**src/design/lstl_pkg.sv**
```systemverilog
// ----------------------------------------------------------------------------
// lstl_pkg: shared types and constants of the leap-second table lookup
// Table depth, command and status codes, the table entry and compare result.
// ----------------------------------------------------------------------------
package lstl_pkg;

    localparam int TABLE_ENTRIES = 64;
    localparam int IDX_W = (TABLE_ENTRIES > 1) ? $clog2(TABLE_ENTRIES) : 1;
    localparam int CNT_W = $clog2(TABLE_ENTRIES + 1);

    localparam logic [1:0] CMD_INSERT = 2'd0;
    localparam logic [1:0] CMD_UTC    = 2'd1;
    localparam logic [1:0] CMD_TAI    = 2'd2;

    localparam logic [1:0] HINT_IN_LEAP = 2'b01;
    localparam logic [1:0] HINT_UNKNOWN = 2'b11;

    localparam logic [2:0] STAT_OK      = 3'd0;
    localparam logic [2:0] STAT_EMPTY   = 3'd1;
    localparam logic [2:0] STAT_AMBIG   = 3'd2;
    localparam logic [2:0] STAT_IGNORED = 3'd3;
    localparam logic [2:0] STAT_FULL    = 3'd4;

    typedef struct packed {
        logic [63:0] start;
        logic [7:0]  offset;
    } entry_t;

    typedef struct packed {
        logic gt;
        logic eq;
    } cmp_res_t;

endpackage

```
**src/design/lstl_cmp.sv**
```systemverilog
// ----------------------------------------------------------------------------
// lstl_cmp: shared compare unit
// Form the reference second of an entry for the command, compare the time.
// ----------------------------------------------------------------------------
module lstl_cmp
    import lstl_pkg::*;
(
    input  logic [1:0]  cmd,
    input  logic [63:0] time_seconds,
    input  entry_t      entry,
    output cmp_res_t    res
);

    logic [8:0]  off_m1;
    logic [63:0] addend;
    logic [63:0] ref_sec;

    // insert: newest start; UTC: start - 1; TAI: start - 1 + offset
    assign off_m1 = {1'b0, entry.offset} - 9'd1;

    always_comb begin
        case (cmd)
            CMD_UTC: addend = '1;
            CMD_TAI: addend = {{55{off_m1[8]}}, off_m1};
            default: addend = '0;
        endcase
    end

    assign ref_sec = entry.start + addend;
    assign res.gt  = time_seconds > ref_sec;
    assign res.eq  = time_seconds == ref_sec;

endmodule

```
**config.mk**
```make
export PLATFORM = sky130hd
export DESIGN_NAME = lstl_cmp
export DESIGN_NICKNAME = d
export VERILOG_FILES = /design/src/design/lstl_pkg.sv /design/src/design/lstl_cmp.sv
export SDC_FILE = /design/constraint.sdc
export NUM_CORES = 1
export LEC_CHECK = 0
export ABC_CLOCK_PERIOD_IN_PS = 29200
export BUFFER_PORTS_ARGS = -buffer_cell sky130_fd_sc_hd__buf_2
export CAP_MARGIN = 40
export CORE_ASPECT_RATIO = 0.7
export CORE_UTILIZATION = 48
export DETAILED_ROUTE_END_ITERATION = 10
export GPL_TIMING_DRIVEN = 0
export PLACE_DENSITY = 0.76
export SLEW_MARGIN = 15
export SYNTH_ARGS = -nofsm -noshare
export SYNTH_HDL_FRONTEND = slang
export SYNTH_SLANG_ARGS = --single-unit
```
**constraint.sdc**
```tcl
create_clock -name vclk -period 29.2
set_clock_uncertainty 0.2 [all_clocks]
set_input_delay 8.76 -clock vclk [all_inputs]
set_output_delay 8.76 -clock vclk [all_outputs]
set_load 0.005 [all_outputs]
```
=== Word level (Yosys, flattened, before mapping) ===
Index checks and enable logic that the tools add are counted.

* Output and inout port bits: 2
* Word-level logic and storage cells: 7
* Register bits after elaboration: 0
* Input bits: 138

* Mux-type cells: 1
* Eq/ne operators: 3
* $add $sub $neg: 2
* $lt $le $gt $ge: 1

{| class="wikitable"
|+ Operators with widths
! operator !! number
|-
| $pmux W64 S2 || 1
|-
| $add A64 B64 Y64 || 1
|-
| $eq A64 B64 Y1 || 1
|-
| $gt A64 B64 Y1 || 1
|-
| $sub A8 B1 Y9 const B || 1
|-
| $eq A2 B1 Y1 const B || 1
|-
| $eq A2 B2 Y1 const B || 1
|}

=== Logic depth before layout (Yosys ltp) ===
* Word-level depth: 4
* Mapped depth: 27
* Depth with buffers taken out: 27

=== Worst setup path after synthesis ===
Ideal clock, no wire load.

* Kind: input-to-output
* Start point: input port entry[0] (netlist bit)
* End point: output port res[1] (netlist bit)
* Required time: 20240 ps
* Buffers on the path: 0
* Setup slack: 5368 ps
* Stages on the path: 26
* Arrival: 14872 ps
* Cell sequence: inv_1 -> ha_1 -> nand2_1 -> nor3_1 -> a31oi_1 -> nor2_1 -> ha_1 -> a21oi_1 -> o21bai_1 -> a21oi_1 -> o21ai_0 -> a311o_1 -> a21oi_1 -> nor2_1 -> a31oi_1 -> xor2_1 -> ha_1 -> a21o_1 -> a21o_1 -> a21oi_1 -> nor2_1 -> a211oi_1 -> o211ai_1 -> a221oi_1 -> o21a_1 -> nor2_1

{| class="wikitable"
|+ RTL lines
! item !! RTL line !! text
|-
| from (decl) || lstl_cmp.sv:10 || <nowiki>input entry_t entry,</nowiki>
|-
| to (decl) || lstl_cmp.sv:11 || <nowiki>output cmp_res_t res</nowiki>
|}

==> results_dict.tcl <==
set metrics [dict create \
    outcome "complete, no violations" \
    slew_violations 0 \
    setup_ws_ns 5.38 \
    tightestPinTransition_ns 0.703 \
    route.detailed.drc 0 \
    hold_viol 0 \
    hp-class "in2out" \
    fp-row-count 31 \
    power.total_mw 0.130 \
    holdBufCountCts 0 \
    syn_inst 729 \
    power_density_mw_per_mm2 21.0 \
    nClkBuffers 0 \
    drt-pass1-iter-count 5 \
    overflow 0 \
    holdWs_ns 18.01 \
    cts_resized 0 \
    syn_area_mm2 0.00528 \
    place_area_mm2 0.00619 \
    layout_min_cycle_time_ns 23.82 \
    ant_nets 0 \
    io_pins 140 \
    cp_data_arrival_time_ns 14.86 \
    final_nets 1141 \
    antenna_found_initial 0 \
    drt_iter0_markers 442 \
    stdcell_count 1018 \
    die_height_um 89.7 \
    dpl.hpwl_um 12800 \
    ys.warnings.count 0 \
    die_area_mm2 0.0114 \
    cp.required_ns 20.24 \
    grtUsageTotal_pct 25.1 \
    setup-violations-final 0 \
    grt_max_degree 33 \
    grt_pass1_wl_um 24400 \
    synth_top_area_share_pct 30.8 \
    peakVddDrop_uv 10.5 \
    avgSynthCellArea_um2 7.24 \
    fmax_mhz 42.0 \
    grt_setup_unrepaired "no" \
    fin_util_pct 58.9 \
    synth-adder-area-share_pct 31.2 \
    max_slew_margin_pct 53.0 \
    gp_congestion 0.920 \
    synthMuxAreaShare_pct 0.569 \
    vias 5939 \
    p_leak_nw 3.26 \
    max_stage_delay_ns 0.57 \
    endpoint_kind "output pin" \
    nFlopsAndLatches 0 \
    core_mm2 0.0105 \
    initial_utilization_pct 50.2 \
    startpoint_type "input pin" \
    cap_violations 0 \
    routed_via_density 5.83 \
    yosys.area_share.simple_pct 19.7 \
    finalCritPeriodShare_pct 81.6 \
    grt_pass1_vias 5269 \
    cp-endpoint "res[1]" \
    synth_nets 998 \
    worstSetupPathType "in2out" \
    critPathLaunch "entry[0]" \
    drive_gt1_share_pct 17.9 \
    avgRoutedWirePerCell_um 14.3 \
    synth_compound_area_share_pct 34.4 \
    synth_xor_area_share_pct 11.1 \
    port_buffers 140 \
    areaGrowthSynthToFinish_pct 17.3 \
    worst-path-max-fanout 32 \
    antenna_cells 0 \
    worst_path_max_delay_cell "nor2_4" \
    totalNegativeSetupSlack_ns 0 \
    yosysSeqAreaShare_pct 0 \
    synth_area_leaders "ha_1 (31%), a21oi_1 (8.8%), a21o_1 (8.4%)" \
    regArea_um2 0 \
    synth.distinct_cells 59 \
    synth_top_family_by_area "compound AO/OA/AOI/OAI gates" \
    yosys.area.top_type "ha_1" \
    drt_wl_total_um 14600 \
    die_x_um 127 \
    post_cts_buffers 0 \
    fin_area_mm2 0.00619 \
    dp_slack_ns 5.40 \
    post-place-cells 1018 \
]
==> worst max-delay path, delay by kind of cell <==
kind	cells	cell delay [ns]
adders and majority gates	3	0.63
AOI/OAI and AO/OA	12	2.52
buffers and inverters	5	0.84
xor gates and xnor gates	1	0.17
and+or+nand+nor	9	1.90
==> logic make-up after synthesis <==
group	count (synthesis)
fa+ha+maj	131
xor+xnor	67
mux	3
simple gates	210
compound gates	276
buf+inv	42
==> power by group <==
part           switching (mW)  internal [mW]  total, mW
sequential                  0              0          0
combinational          0.0724         0.0579      0.130
clock                       0              0          0
==> cells in the final DEF (no fill, tap or decap), types with 3 or more instances in the layout <==
cell / n
buf_2: 140
ha_1: 130
a21oi_1: 93
a21o_1: 59
nor2_1: 50
nand2_1: 50
xnor2_1: 41
xor2_1: 26
nand4_1: 26
o21ai_0: 25
inv_1: 23
o21ai_1: 17
clkbuf_1: 17
nand3_1: 17
nor3_1: 14
o21bai_1: 14
nor2b_1: 12
and3_1: 9
a31oi_1: 8
o21a_1: 7
nor4_1: 6
o211ai_1: 6
a211oi_1: 6
and2_1: 5
nand2b_1: 5
or3_1: 4
a21boi_1: 4
o221ai_1: 3
a211o_1: 3
o211ai_2: 3
a221o_1: 3
and4_1: 3
mux2i_1: 3
a221oi_1: 3
==> area by class of cell <==
cell class / count / area (µm²)
buffer: 19 / 71.3
timing repair buffer: 141 / 721
multi-input combinational: 687 / 5130
fill: 998 / 4320
tap: 148 / 185
inverter: 23 / 86.3
==> how the worst min path moves through the flow <==
stage                     start  endpoint  slack [ns]  cells past startpoint
2_1_floorplan   time_seconds[2]    res[0]       17.74                      5
3_3_place_gp   time_seconds[10]    res[0]       18.01                      7
3_5_place_dp   time_seconds[10]    res[0]       18.01                      7
4_1_cts        time_seconds[10]    res[0]       18.01                      7
5_1_grt        time_seconds[10]    res[0]       18.08                      7
6_report       time_seconds[10]    res[0]       18.01                      7
==> layer usage <==
metal  part of all wire (%)  GRT usage, %  routed length [µm]
met2                     40          37.1                5770
met1                     54          40.8                7820
met5                      0             0                   0
met4                   0.68         0.992                  99
met3                    6.2          1.13                 912
==> Yosys cell counts (7+ instances only) <==
| cell | n |
|---|---|
| nor2b_1 | 12 |
| xor2_1 | 26 |
| inv_1 | 23 |
| o21bai_1 | 14 |
| nand2_1 | 50 |
| o21a_1 | 7 |
| nand3_1 | 17 |
| a21o_1 | 59 |
| a31oi_1 | 8 |
| and3_1 | 9 |
| xnor2_1 | 41 |
| clkbuf_1 | 17 |
| nand4_1 | 26 |
| o21ai_0 | 25 |
| o21ai_1 | 17 |
| a21oi_1 | 93 |
| ha_1 | 130 |
| nor2_1 | 51 |
| nor3_1 | 14 |
Note: power is estimated with default switching activity, not from simulation.
